$ cat src/rtl/core/char_lcd_nibble_refresh_top_defines.svh
// Assertion macros for the LCD refresh block
`ifndef CHAR_LCD_NIBBLE_REFRESH_TOP_DEFINES_SVH
`define CHAR_LCD_NIBBLE_REFRESH_TOP_DEFINES_SVH

// same-cycle implication, checked outside reset
`define CLNR_ASSERT_NOW(lbl, ante, cons, msg) \
    lbl: assert property (@(posedge i_clk) disable iff (!i_rst_n) (ante) |-> (cons)) \
        else $error(msg);

// next-cycle implication, checked outside reset
`define CLNR_ASSERT_NEXT(lbl, ante, cons, msg) \
    lbl: assert property (@(posedge i_clk) disable iff (!i_rst_n) (ante) |=> (cons)) \
        else $error(msg);

`endif

$ cat src/rtl/core/clnr_pkg.sv
package clnr_pkg;

    // command codes carried on tuser of the input stream
    typedef enum logic [1:0] {
        CMD_TICK  = 2'd0,
        CMD_WRITE = 2'd1,
        CMD_START = 2'd2
    } t_cmd;

    // address command nibbles
    localparam logic [3:0] NIB_LINE1    = 4'h8;
    localparam logic [3:0] NIB_LINE2    = 4'hC;
    localparam logic [3:0] NIB_ADDR_LOW = 4'h0;

    // character codes
    localparam logic [7:0] CHAR_SPACE = 8'h20;
    localparam logic [7:0] CHAR_NUL   = 8'h00;

endpackage

$ cat src/rtl/core/char_lcd_nibble_refresh_top.sv
// Refresh controller for a 2-line character LCD in 4-bit mode. Characters are written into a
// text buffer (reset to spaces); a start command begins a refresh and each later tick word drives
// one nibble: line-1 address (8,0), characters high then low nibble with RS set, line-2 address
// (C,0) after LINE_CHARS characters, stopping after the last position or at a zero character.
// Every word yields one result word, registered and valid the cycle after its input word.
// One word is taken per clock cycle: the buffer memory has two registered read ports that keep
// the current and the following character ready, so a tick never waits on a read. A result word
// held by the output side stalls the input; the output register is freed in the cycle its word
// is taken, so words still flow back to back while the output side keeps taking them.
`include "char_lcd_nibble_refresh_top_defines.svh"

module char_lcd_nibble_refresh_top #(
    parameter int BUFFER_CHARS = 32,
    parameter int LINE_CHARS   = 16
) (
    input  logic        i_clk,
    input  logic        i_rst_n,
    // input stream
    input  logic        i_s_axis_tvalid,
    output logic        o_s_axis_tready,
    input  logic [15:0] i_s_axis_tdata,  // [4:0] position, [12:5] char_code, [15:13] zero
    input  logic [1:0]  i_s_axis_tuser,  // [1:0] cmd
    // result stream
    output logic        o_m_axis_tvalid,
    input  logic        i_m_axis_tready,
    output logic [7:0]  o_m_axis_tdata,  // [3:0] data_nibble, [4] enable, [5] busy_res,
                                         // [6] accepted, [7] zero
    output logic        o_m_axis_tuser   // [0] reg_select
);

    localparam int IW = (BUFFER_CHARS > 1) ? $clog2(BUFFER_CHARS) : 1;
    localparam logic [IW:0] BUF_LIM = (IW + 1)'(BUFFER_CHARS);

    // text buffer, per-entry valid bits stand for the reset value
    logic [7:0]              r_mem [BUFFER_CHARS];
    logic [BUFFER_CHARS-1:0] r_vld;

    // refresh state
    logic [IW-1:0] r_idx, n_idx;
    logic          r_low, n_low;
    logic          r_done, n_done;
    logic          r_busy, n_busy;
    logic [3:0]    r_nib, n_nib;
    logic          r_rs, n_rs;
    logic          r_stb, n_stb;
    logic          r_acc, n_acc;
    logic          r_just_inc, n_just_inc;
    logic          r_out_valid;

    // read data registers
    logic [7:0] r_rd_cur;
    logic [7:0] r_rd_nxt;

    logic          accept;
    clnr_pkg::t_cmd cmd;
    logic [4:0]    in_pos;
    logic [7:0]    in_char;
    logic          pos_ok;
    logic [IW-1:0] wr_addr;
    logic          wr_en;
    logic [IW:0]   nxt_full;
    logic          nxt_in;
    logic [IW-1:0] nxt_addr;
    logic [7:0]    cur_char;

    assign accept  = i_s_axis_tvalid && o_s_axis_tready;
    assign cmd     = clnr_pkg::t_cmd'(i_s_axis_tuser);
    assign in_pos  = i_s_axis_tdata[4:0];
    assign in_char = i_s_axis_tdata[12:5];
    assign pos_ok  = 32'(in_pos) < BUFFER_CHARS;
    assign wr_addr = IW'(in_pos);

    // following position for the look-ahead port
    assign nxt_full = {1'b0, r_idx} + (IW + 1)'(1);
    assign nxt_in   = nxt_full < BUF_LIM;
    assign nxt_addr = nxt_in ? nxt_full[IW-1:0] : '0;

    // right after a step the look-ahead port holds the new current character
    assign cur_char = r_just_inc ? r_rd_nxt : r_rd_cur;

    // output register is free or being emptied
    assign o_s_axis_tready = !r_out_valid || i_m_axis_tready;

    // next-state logic for one word
    always_comb begin
        n_idx      = r_idx;
        n_low      = r_low;
        n_done     = r_done;
        n_busy     = r_busy;
        n_nib      = r_nib;
        n_rs       = r_rs;
        n_stb      = r_stb;
        n_acc      = 1'b0;
        n_just_inc = 1'b0;
        wr_en      = 1'b0;
        case (cmd)
            clnr_pkg::CMD_TICK: begin
                n_stb = 1'b0;
                if (r_busy) begin
                    if ((r_idx == '0 && !r_done) || (32'(r_idx) == LINE_CHARS && r_done)) begin
                        // line address command
                        n_stb = 1'b1;
                        if (!r_low) begin
                            n_rs  = 1'b0;
                            n_nib = r_done ? clnr_pkg::NIB_LINE2 : clnr_pkg::NIB_LINE1;
                            n_low = 1'b1;
                        end else begin
                            n_nib  = clnr_pkg::NIB_ADDR_LOW;
                            n_low  = 1'b0;
                            n_done = !r_done;
                        end
                    end else begin
                        // character nibble, then stop test
                        n_stb = 1'b1;
                        if (!r_low) begin
                            n_rs  = 1'b1;
                            n_nib = cur_char[7:4];
                            n_low = 1'b1;
                            if (cur_char == clnr_pkg::CHAR_NUL) begin
                                n_idx  = '0;
                                n_busy = 1'b0;
                                n_low  = 1'b0;
                                n_done = 1'b0;
                            end
                        end else begin
                            n_nib = cur_char[3:0];
                            n_low = 1'b0;
                            if (r_rd_nxt == clnr_pkg::CHAR_NUL) begin
                                n_idx  = '0;
                                n_busy = 1'b0;
                                n_done = 1'b0;
                            end else begin
                                n_idx      = nxt_full[IW-1:0];
                                n_just_inc = 1'b1;
                            end
                        end
                    end
                end
            end
            clnr_pkg::CMD_WRITE: begin
                if (!r_busy && pos_ok) begin
                    wr_en = 1'b1;
                    n_acc = 1'b1;
                end
            end
            clnr_pkg::CMD_START: begin
                if (!r_busy) begin
                    n_busy = 1'b1;
                    n_idx  = '0;
                    n_low  = 1'b0;
                    n_acc  = 1'b1;
                end
            end
            default: begin
            end
        endcase
    end

    // buffer memory: one write port, two registered read ports
    always_ff @(posedge i_clk) begin
        if (accept && wr_en) begin
            r_mem[wr_addr] <= in_char;
        end
        r_rd_cur <= r_vld[r_idx] ? r_mem[r_idx] : clnr_pkg::CHAR_SPACE;
        if (!nxt_in) begin
            r_rd_nxt <= clnr_pkg::CHAR_NUL;
        end else begin
            r_rd_nxt <= r_vld[nxt_addr] ? r_mem[nxt_addr] : clnr_pkg::CHAR_SPACE;
        end
    end

    // valid bits
    always_ff @(posedge i_clk) begin
        if (!i_rst_n) begin
            r_vld <= '0;
        end else if (accept && wr_en) begin
            r_vld[wr_addr] <= 1'b1;
        end
    end

    // control and pin registers
    always_ff @(posedge i_clk) begin
        if (!i_rst_n) begin
            r_idx       <= '0;
            r_low       <= 1'b0;
            r_done      <= 1'b0;
            r_busy      <= 1'b0;
            r_nib       <= 4'h0;
            r_rs        <= 1'b0;
            r_stb       <= 1'b0;
            r_acc       <= 1'b0;
            r_just_inc  <= 1'b0;
            r_out_valid <= 1'b0;
        end else begin
            r_just_inc <= accept && n_just_inc;
            if (accept) begin
                r_idx       <= n_idx;
                r_low       <= n_low;
                r_done      <= n_done;
                r_busy      <= n_busy;
                r_nib       <= n_nib;
                r_rs        <= n_rs;
                r_stb       <= n_stb;
                r_acc       <= n_acc;
                r_out_valid <= 1'b1;
            end else if (i_m_axis_tready) begin
                r_out_valid <= 1'b0;
            end
        end
    end

    // the pin registers only move on accept, so they hold while the result waits
    assign o_m_axis_tvalid = r_out_valid;
    assign o_m_axis_tdata  = {1'b0, r_acc, r_busy, r_stb, r_nib};
    assign o_m_axis_tuser  = r_rs;

    // checks
    `CLNR_ASSERT_NOW(a_idle_clean, !r_busy, (r_idx == '0) && !r_low && !r_done, "idle state not cleared")
    `CLNR_ASSERT_NOW(a_stall_blocks, r_out_valid && !i_m_axis_tready, !o_s_axis_tready, "input taken over a held result")
    `CLNR_ASSERT_NEXT(a_tick_strobes, accept && r_busy && (cmd == clnr_pkg::CMD_TICK), o_m_axis_tvalid && o_m_axis_tdata[4], "refresh tick without strobe")

endmodule

$ cat config.mk
export PLATFORM = sky130hd
export DESIGN_NAME = char_lcd_nibble_refresh_top
export DESIGN_NICKNAME = d
export VERILOG_FILES = /design/src/rtl/core/clnr_pkg.sv /design/src/rtl/core/char_lcd_nibble_refresh_top.sv
export VERILOG_INCLUDE_DIRS = /design/src /design/src/rtl/core
export SDC_FILE = /design/constraint.sdc
export NUM_CORES = 1
export LEC_CHECK = 0
export ABC_CLOCK_PERIOD_IN_PS = 4900
export BUFFER_PORTS_ARGS = -buffer_cell sky130_fd_sc_hd__clkbuf_2
export CORE_AREA = 5 5 175 177
export CTS_BUF_LIST = sky130_fd_sc_hd__clkbuf_2
export DETAILED_ROUTE_END_ITERATION = 8
export DIE_AREA = 0 0 180 182
export GPL_TIMING_DRIVEN = 0
export PLACE_DENSITY_LB_ADDON = 0.25
export SLEW_MARGIN = 5
export SYNTH_ARGS = -nofsm -noshare
export SYNTH_HDL_FRONTEND = slang
export SYNTH_SLANG_ARGS = --single-unit
$ cat constraint.sdc
create_clock -name i_clk -period 4.9 [get_ports i_clk]
set_input_delay 0.49 -clock i_clk [delete_from_list [all_inputs] [get_ports i_clk]]
set_output_delay 0.49 -clock i_clk [all_outputs]
set_load 0.05 [all_outputs]
==> results.py, run 1 <==
metrics = {
    "setup_path": {
        "crit_fanout": 10,
        "cp_data_required_time_ps": 5580,
        "worstPathCellList": "buf_2 -> buf_2 -> clkbuf_4 -> buf_2 -> inv_1 -> ha_1 -> buf_6 -> buf_6 -> nand2_1 -> buf_2 -> nand2_1 -> a311oi_1 -> o32ai_1 -> a211oi_1",
        "crit_buf_inv": 8,
        "cpLargestDelayFamily": "buffers and inverters",
        "r2r_cells": 14,
        "startpoint": "r_idx[1]",
        "cp_data_arrival_time_ps": 5530,
        "crit_top_cell": "buf_2",
        "slowest_delay_ps": 640,
        "rrSetupSlack_ps": 50,
        "r2r_start": "r_idx[1]",
        "worstSetupPathType": "reg2reg",
        "end_kind": "flip-flop",
        "cp_slowest_cell": "o32ai_1",
        "crit_cells": 14,
        "critPathLaunchType": "flip-flop",
    },
    "clocking": {
        "cts_made_buffers": 80,
        "cts.clk_slew.worst_paths_ps": 140,
        "clock_path_buffers": 3,
        "clock_latency_ps": 920,
        "cts-root-buf": "clkbuf_2",
        "cts_sinks": 321,
        "cts_tree": "done",
        "htree_levels": 3,
    },
    "detailed_routing": {
        "drt-total-wl_mm": 51.7,
        "ant_nets": 0,
        "vias": 11400,
        "avgRoutedWirePerCell_um": 31.4,
        "vias_per_cell": 6.91,
        "drt_first_pass_iters": 6,
        "drc": 0,
        "drt-initial-drc-count": 1794,
    },
    "global_route": {
        "antenna_found_initial": 2,
        "first_global_vias": 11200,
        "grt-ovfl-total": 0,
        "grt_start_max_net_pins": 33,
        "grt_pass1_wl_mm": 74.5,
        "grt_usage": 0.313,
    },
    "min_path": {
        "worstHoldPathType": "in2reg",
        "holdPathStages": 4,
        "hold_start": "i_s_axis_tuser[1]",
    },
    "floorplan": {
        "core_area_um2": 29100,
        "ioPinCount": 33,
        "dieArea_um2": 32800,
        "initial_core_util": 0.536,
        "die_w_um": 180,
        "die_h_um": 182,
        "rows": 63,
    },
    "synthesis": {
        "synth_area_um2": 15600,
        "yosysTopAreaCell": "edfxtp_1",
        "synth_nets": 1102,
        "synth_ff_type": "edfxtp_1",
        "netlist_instances": 1075,
        "synth_top_area_share": 0.493,
        "synth-edff-count": 256,
        "syn_avg_cell_area_um2": 14.5,
        "synth-seq-cells": 321,
        "ys_async_sr_fraction": 0,
        "ys_warn_count": 0,
        "synthTopCellsByArea": "edfxtp_1, mux4_2, dfxtp_1, mux2i_1, a211oi_1",
        "ys_seq_area_frac": 0.577,
        "yosys.cell_types.count": 65,
    },
    "sta": {
        "final.period_utilization": 0.990,
        "worst_pin_slew_ps": 1410,
        "max-slew-margin-rel": 0.0542,
        "clock.fmax_mhz": 206,
        "slew_viol_final": 0,
        "hold_viol": 0,
        "setup_viol": 0,
        "finClkSkew_ps": 86.0,
        "post-route-min-period_ps": 4850,
        "layout_setup_ws_ps": 48.8,
        "rsz0062_at_grt": "false",
    },
    "cells_and_area": {
        "drive_gt1_frac": 0.258,
        "stdcell_count": 1645,
        "fin_nets": 1216,
        "final-seq-area_um2": 8990,
        "fillCellCount": 2318,
        "multi_input_area_um2": 6080,
        "synthToLayoutAreaGrowth_pct": 9.23,
    },
    "run": {
        "maxCapViolCount": 0,
    },
    "run_status": {
        "status": "finished clean",
    },
    "placement": {
        "dp_cells": 1493,
        "hpwl_mm": 34.7,
        "post-place-ws_ps": -175,
        "io_buffers": 27,
        "gp_congestion": 1.04,
    },
    "power_and_ir_drop": {
        "power_mw": 4.88,
        "power.density_nw_per_um2": 287,
        "leakage_nw": 5.48,
        "ir_worst_vdd_v": 0.000198,
    },
}
## routing by layer
metal,up-vias,track usage,part of all wire,wire (um)
met3,252,0.0919,0.12,6250
met2,905,0.487,0.46,23500
met1,5547,0.386,0.35,18200
li1,4656,-,-,-
met5,-,0,0,0
met4,0,0.195,0.071,3660
## stage by stage
stage	util	instance area, um^2	setup TNS (ps)	hold slack, ps
6_report	0.585	17000	0	127
5_1_grt	0.585	17000	0	169
4_1_cts	0.584	17000	0	104
3_5_place_dp	0.558	16200	-334	462
3_3_place_gp	0.557	16200	-354	452
2_1_floorplan	-	15600	0	441
## where the power goes
| group | internal [mW] | switching (mW) |
|---|---|---|
| logic | 0.0254 | 0.0812 |
| registers | 2.94 | 0.00423 |
| clock network | 0.716 | 1.11 |
| total | 3.68 | 1.20 |
## worst min-delay path, stage by stage
cell and delay (ps):
clkbuf_2 90, ha_1 240, nand2_1 80, a21boi_0 60
## registers in the layout, summed over array words and instances, names as in the netlist
| signal | cells |
|---|---|
| r_mem | 256 |
| r_vld | 32 |
| r_rd_cur | 8 |
| r_rd_nxt | 8 |
| r_idx | 5 |
| r_nib | 4 |
| o_m_axis_tuser | 1 |
| o_m_axis_tvalid | 1 |
| r_acc | 1 |
| r_busy | 1 |
| r_done | 1 |
| r_just_inc | 1 |
| r_low | 1 |
| r_stb | 1 |
## synth_stat cells (all sizes together), types with 10 or more instances
library cell,n
edfxtp,256
mux4,98
a211oi,90
mux2i,70
buf,66
dfxtp,65
nand2,62
nor2b,47
nor2,44
o21a,33
nand3,29
clkbuf,25
a21oi,17
o221ai,17
o32ai,15
o21ai,14
a311oi,11
inv,10
## cell type report
type,count,area share
Sequential cell,321,0.528
Timing Repair Buffer,32,0.0106
Antenna cell,1,0.000147
Clock buffer,121,0.0356
Multi-Input combinational cell,653,0.357
Buffer,91,0.0290
Tap cell,390,0.0287
Clock inverter,26,0.00809
Inverter,10,0.00221
## cells in the final DEF, fill, tap and decap left out, types with 6 or more instances in the layout
cell type / n
edfxtp_1: 256
clkbuf_2: 149
mux4_2: 91
a211oi_1: 90
mux2i_1: 69
dfxtp_1: 65
nand2_1: 62
nor2b_1: 47
nor2_1: 42
buf_2: 37
o21a_1: 33
nand3_1: 29
clkbuf_1: 24
clkinv_1: 19
a21oi_1: 17
o221ai_1: 17
buf_4: 16
o32ai_1: 15
o21ai_0: 13
a311oi_1: 11
inv_1: 10
and3_1: 9
buf_1: 8
nand2b_1: 8
a31oi_1: 7
mux4_1: 7
nor3b_1: 6
mux2_2: 6
a21boi_0: 6
## worst paths after layout
path	end
worst max-delay path	r_rd_nxt[6]
worst min-delay path	r_busy
worst max register to register	r_rd_nxt[6]
worst min register to register	r_nib[0]
## repair_timing
action / 4_1_cts / 5_1_grt
hold buffers: 3 / 0
endpoints found under the hold margin: 2 / 0
gates cloned: 0 / 0
buffers inserted: 0 / 0
endpoints found under the setup margin: 3 / 3
gates resized for setup: 1 / 1
## kinds of logic (layout without fill, tap and decap cells)
kind of cell,Yosys count,after routing,share of synthesized area
mux,174,174,0.193
compound gates,237,237,0.114
fa+ha+maj,5,5,0.00402
simple gates,232,232,0.0755
xor+xnor,4,4,0.00225
flops,321,321,0.577
other cells,1,2,0.000241
buf+inv,101,280,0.0339
No activity file was read; power rests on OpenSTA's default activity.
==> run 2: changes to the inputs <==
- CAP_MARGIN: unset -> 20
- PLACE_DENSITY_LB_ADDON: 0.25 -> 0.3
==> run 2 against run 1 <==
The flow now finishes with violations (design-rule violations). Routed wire length grew 0.21%. Die area is the same. Hold slack lost 130 ps. Largest power group unchanged. Highest routed layer unchanged.
==> results.py, run 2 (synthesized netlist as in run 1, its figures left out) <==
metrics = {
    "setup_path": {
        "end_kind": "flip-flop",
        "cp_slowest_cell": "clkbuf_1",
        "r2r_cells": 14,
        "r2r-end": "r_rd_nxt[7]",
        "critPathLaunchType": "flip-flop",
        "slowest_delay_ps": 700,
        "crit_buf_inv": 8,
        "worstSetupPathType": "reg2reg",
        "crit_top_cell": "buf_2",
        "crit_fanout": 10,
        "cp_data_required_time_ps": 5670,
        "cp_data_arrival_time_ps": 5600,
        "cpLargestDelayFamily": "buffers and inverters",
        "worstPathCellList": "buf_2 -> buf_2 -> clkbuf_4 -> buf_2 -> inv_1 -> ha_1 -> buf_6 -> buf_6 -> clkbuf_1 -> nor2b_1 -> a211oi_1 -> a311oi_1 -> o32ai_1 -> a211oi_1",
        "rrSetupSlack_ps": 70,
        "r2r_start": "r_idx[1]",
    },
    "run": {
        "maxCapViolCount": 0,
    },
    "power_and_ir_drop": {
        "ir_worst_vdd_v": 0.000152,
        "power_mw": 4.86,
        "leakage_nw": 5.57,
        "power.density_nw_per_um2": 283,
    },
    "clocking": {
        "cts-root-buf": "clkbuf_2",
        "cts_made_buffers": 81,
        "clock_latency_ps": 950,
        "cts_sinks": 321,
        "clock_path_buffers": 3,
        "cts_setup_buffers": 0,
        "cts.clk_slew.worst_paths_ps": 110,
        "cts_tree": "done",
        "htree_levels": 3,
    },
    "sta": {
        "worst_pin_slew_ps": 1160,
        "max-slew-margin-rel": 0.223,
        "finClkSkew_ps": 115,
        "setup_viol": 0,
        "final.setup.tns_ps": 0,
        "post-route-min-period_ps": 4830,
        "slew_viol_final": 0,
        "rsz0062_at_grt": "false",
        "clock.fmax_mhz": 207,
        "hold_viol": 0,
        "final.period_utilization": 0.986,
    },
    "cells_and_area": {
        "final_util": 0.590,
        "layout_common_cells": "edfxtp_1, clkbuf_2, mux4_2, a211oi_1, mux2i_1",
        "fillCellCount": 2294,
        "top_register": "r_mem",
        "final_common_cell": "edfxtp_1",
        "fin_nets": 1236,
        "drive_gt1_frac": 0.266,
        "stdcell_count": 1657,
        "synthToLayoutAreaGrowth_pct": 10.2,
        "reg.largest.list": "r_mem x256, r_vld x32",
        "stdcell_area_um2": 17200,
        "largest_register_ffs": 256,
    },
    "placement": {
        "gp_congestion": 1.00,
        "dp_cells": 1508,
        "io_buffers": 27,
        "hpwl_mm": 35.3,
        "post_dp_cell_area_um2": 16400,
    },
    "min_path": {
        "holdPathStages": 2,
        "hold_path_end": "r_nib[3]",
        "hold_start": "i_rst_n",
        "worstHoldPathType": "in2reg",
    },
    "floorplan": {
        "dieArea_um2": 32800,
        "ioPinCount": 33,
        "die_h_um": 182,
        "initial_core_util": 0.536,
        "rows": 63,
        "die_w_um": 180,
        "core_area_um2": 29100,
    },
    "detailed_routing": {
        "drc": 1,
        "drt_first_pass_iters": 9,
        "drt-initial-drc-count": 1888,
        "ant_nets": 0,
        "vias_per_cell": 6.98,
        "avgRoutedWirePerCell_um": 31.2,
        "drt-total-wl_mm": 51.8,
        "vias": 11600,
    },
    "run_status": {
        "status": "finished with violations",
        "violations": "design-rule violations",
    },
    "global_route": {
        "antenna_found_initial": 1,
        "grt-ovfl-total": 0,
        "grt_start_max_net_pins": 33,
        "grt_pass1_wl_mm": 74.8,
        "grt_usage": 0.313,
        "first_global_vias": 11300,
    },
}
==> run 2: power by group <==
part           leakage (nW)  internal [mW]  total, mW  switching, mW
combinational          2.20         0.0257      0.107         0.0808
sequential             2.83           2.94       2.95        0.00435
clock                 0.545          0.675       1.80           1.13
==> run 2: routing by layer <==
metal | vias up | GRT usage | wire [um] | part of all wire
met4 | 0 | 0.178 | 3240 | 0.063
met3 | 246 | 0.0966 | 6940 | 0.13
met1 | 5636 | 0.396 | 18200 | 0.35
met5 | - | 0 | 0 | 0
li1 | 4681 | - | - | -
met2 | 997 | 0.484 | 23400 | 0.45
==> run 2: final cells by class <==
| cell class | count | area, um^2 | area share |
|---|---|---|---|
| Buffer | 90 | 494 | 0.0288 |
| Sequential cell | 321 | 8990 | 0.524 |
| Clock inverter | 27 | 138 | 0.00802 |
| Clock buffer | 113 | 566 | 0.0329 |
| Antenna cell | 1 | 2.50 | 0.000146 |
| Timing Repair Buffer | 52 | 377 | 0.0219 |
| Inverter | 10 | 37.5 | 0.00219 |
| Multi-Input combinational cell | 653 | 6080 | 0.354 |
| Tap cell | 390 | 488 | 0.0284 |
==> run 2: through the flow <==
stage,worst slack (ps),hold slack (ps)
finish,70.9,0.114
global route,16.8,25.7
CTS,93.0,1.05
detailed placement,42.5,466
global placement,-53.5,449
floorplan,1710,441
==> run 2: worst max-delay path by stage <==
stage	startpoint	endpoint	slack (ps)	cells after the start
after floorplan	r_idx[1]	r_rd_nxt[5]	1710	14
final	r_idx[1]	r_rd_nxt[7]	70	14
after detailed placement	r_idx[1]	r_rd_nxt[6]	40	14
after CTS	r_idx[1]	r_rd_nxt[6]	90	14
after global routing	r_idx[1]	r_rd_nxt[7]	20	14
after global placement	r_idx[1]	r_rd_nxt[6]	-50	14
==> run 2: repair_timing <==
item                       4_1_cts  5_1_grt
hold endpoints to repair         1        0
setup endpoints to repair        2        6
gates cloned                     0        0
hold buffers                     2        0
gates resized for setup          0        3
==> run 3: changes to the inputs <==
--- a/config.mk
+++ b/config.mk
@@ -14,6 +14,5 @@
 export DETAILED_ROUTE_END_ITERATION = 8
 export DIE_AREA = 0 0 180 182
-export GPL_TIMING_DRIVEN = 0
-export PLACE_DENSITY_LB_ADDON = 0.3
+export PLACE_DENSITY = 0.71
 export SLEW_MARGIN = 5
 export SYNTH_ARGS = -nofsm -noshare
==> constraint.sdc (replaced) <==
create_clock -name i_clk -period 4.9 [get_ports i_clk]
set_input_delay 0.49 -clock i_clk [delete_from_list [all_inputs] [get_ports i_clk]]
set_output_delay 0.49 -clock i_clk [all_outputs]
set_load 0.005 [all_outputs]
==> run 3 against run 2 <==
The run now ends clean. Die area unchanged. Hold slack improved by 150 ps. Final area is 2.7% lower. Core utilization decreased by 1.6 points. Clock skew shrank 41 ps. Clock-buffer cell count up 7. Critical endpoint unchanged. Largest power group unchanged.
==> results.py, run 3 (synthesized netlist as in run 1, its figures left out) <==
metrics = {
    "clocking": {
        "cts_made_buffers": 77,
        "cts_tree": "done",
        "cts-root-buf": "clkbuf_2",
        "cts_setup_buffers": 0,
        "clock_path_buffers": 3,
        "htree_levels": 3,
        "cts_sinks": 321,
        "clock_latency_ps": 880,
        "cts.clk_slew.worst_paths_ps": 110,
    },
    "run_status": {
        "status": "finished clean",
    },
    "setup_path": {
        "end_kind": "flip-flop",
        "r2r-end": "r_rd_nxt[7]",
        "setup.worst_path.end": "r_rd_nxt[7]",
        "cp_data_arrival_time_ps": 4380,
        "cp_data_required_time_ps": 5610,
        "r2r_cells": 9,
        "critPathLaunchType": "flip-flop",
        "startpoint": "r_idx[0]",
        "r2r_start": "r_idx[0]",
        "worstSetupPathType": "reg2reg",
        "rrSetupSlack_ps": 1230,
        "crit_fanout": 39,
    },
    "detailed_routing": {
        "drt-initial-drc-count": 1300,
        "vias_per_cell": 6.62,
        "vias": 10400,
        "drt_first_pass_iters": 5,
        "ant_nets": 0,
        "avgRoutedWirePerCell_um": 26.5,
        "drt-total-wl_mm": 41.5,
        "drc": 0,
    },
    "global_route": {
        "grt_usage": 0.252,
        "grt_start_max_net_pins": 77,
        "antenna_found_initial": 1,
        "grt-ovfl-total": 0,
        "grt_pass1_wl_mm": 62.3,
        "first_global_vias": 10000,
    },
    "floorplan": {
        "ioPinCount": 33,
        "die_w_um": 180,
        "rows": 63,
        "core_area_um2": 29100,
        "dieArea_um2": 32800,
        "die_h_um": 182,
        "initial_core_util": 0.536,
    },
    "placement": {
        "post-place-ws_ps": 1320,
        "dp_cells": 1424,
        "hpwl_mm": 26.8,
        "gp_congestion": 0.916,
        "io_buffers": 28,
    },
    "sta": {
        "clock.fmax_mhz": 273,
        "max-slew-margin-rel": 0.241,
        "rsz0062_at_grt": "false",
        "layout_setup_ws_ps": 1230,
        "worst_pin_slew_ps": 1130,
        "final.period_utilization": 0.749,
        "setup_viol": 0,
        "finClkSkew_ps": 74.4,
        "fin_hold_ws_ps": 149,
        "final.setup.tns_ps": 0,
        "post-route-min-period_ps": 3670,
        "hold_viol": 0,
        "slew_viol_final": 0,
    },
    "cells_and_area": {
        "stdcell_count": 1569,
        "layout_common_cells": "edfxtp_1, clkbuf_2, mux4_2, a211oi_1, mux2i_1",
        "top_register": "r_mem",
        "drive_gt1_frac": 0.245,
        "reg.largest.list": "r_mem x256, r_vld x32",
        "largest_register_ffs": 256,
        "final_common_cell": "edfxtp_1",
        "fin_nets": 1146,
        "synthToLayoutAreaGrowth_pct": 7.18,
    },
    "run": {
        "maxCapViolCount": 0,
    },
    "power_and_ir_drop": {
        "leakage_nw": 5.23,
        "power.density_nw_per_um2": 286,
        "ir_worst_vdd_v": 0.000111,
    },
    "min_path": {
        "worstHoldPathType": "in2reg",
    },
}
## run 3: changes by cell type in the layout (fill, tap and decap cells not counted), sizes merged
cell and change:
buf -60, clkinv -6, clkbuf -19, inv -3
## run 3: timing repair
item | 4_1_cts | 5_1_grt
gates resized for setup | 0 | 0
hold endpoints to repair | 1 | 0
hold buffers | 2 | 0
## run 3: how the worst min path moves through the flow
| stage | from | endpoint | slack [ps] | depth (start not counted) |
|---|---|---|---|---|
| 6_report | i_s_axis_tuser[1] | r_busy | 150 | 4 |
| 5_1_grt | i_s_axis_tuser[1] | r_busy | 190 | 4 |
| 4_1_cts | i_s_axis_tuser[1] | r_busy | 120 | 4 |
| 3_5_place_dp | r_acc | r_acc | 470 | 2 |
| 3_3_place_gp | r_vld[29] | r_vld[29] | 450 | 1 |
| 2_1_floorplan | r_acc | r_acc | 440 | 2 |
## run 3: worst max-delay path, stage by stage, from the launching register on
cell and delay, ps:
dfxtp_4 640, inv_1 170, ha_4 680, inv_1 290
a21oi_4 210, buf_4 350, mux2i_1 240, a211oi_1 110
o32ai_1 670, a211oi_1 170
## run 3: layout make-up
type	instances	area [um^2]
sequential	321	9000
clock inverter	18	101
inverter	10	37.5
timing repair buffer	56	383
clock buffer	120	601
multi-input combinational	653	6090
tap	390	488
antenna	1	2.50
fill	2299	12400
## run 3: layer usage
metal	vias up	part of all wire	global-route usage
li1	4506	-	-
met1	5151	0.41	0.362
met2	645	0.46	0.387
met3	84	0.11	0.0503
met4	0	0.028	0.0875
met5	-	0	0
## run 3: per-stage QoR
stage	area [um^2]	util	total power, mW
5_1_grt	16700	0.574	4.95
3_3_place_gp	15900	0.548	3.10
4_1_cts	16600	0.572	4.80
2_1_floorplan	15600	-	3.04
6_report	16700	0.574	4.77
3_5_place_dp	15900	0.548	3.10
## run 3: power breakdown
| group | total [mW] | switching [mW] | leakage [nW] | internal, mW |
|---|---|---|---|---|
| Combinational | 0.0934 | 0.0715 | 1.85 | 0.0219 |
| Sequential | 2.95 | 0.00441 | 2.83 | 2.94 |
| Clock | 1.74 | 1.04 | 0.548 | 0.696 |
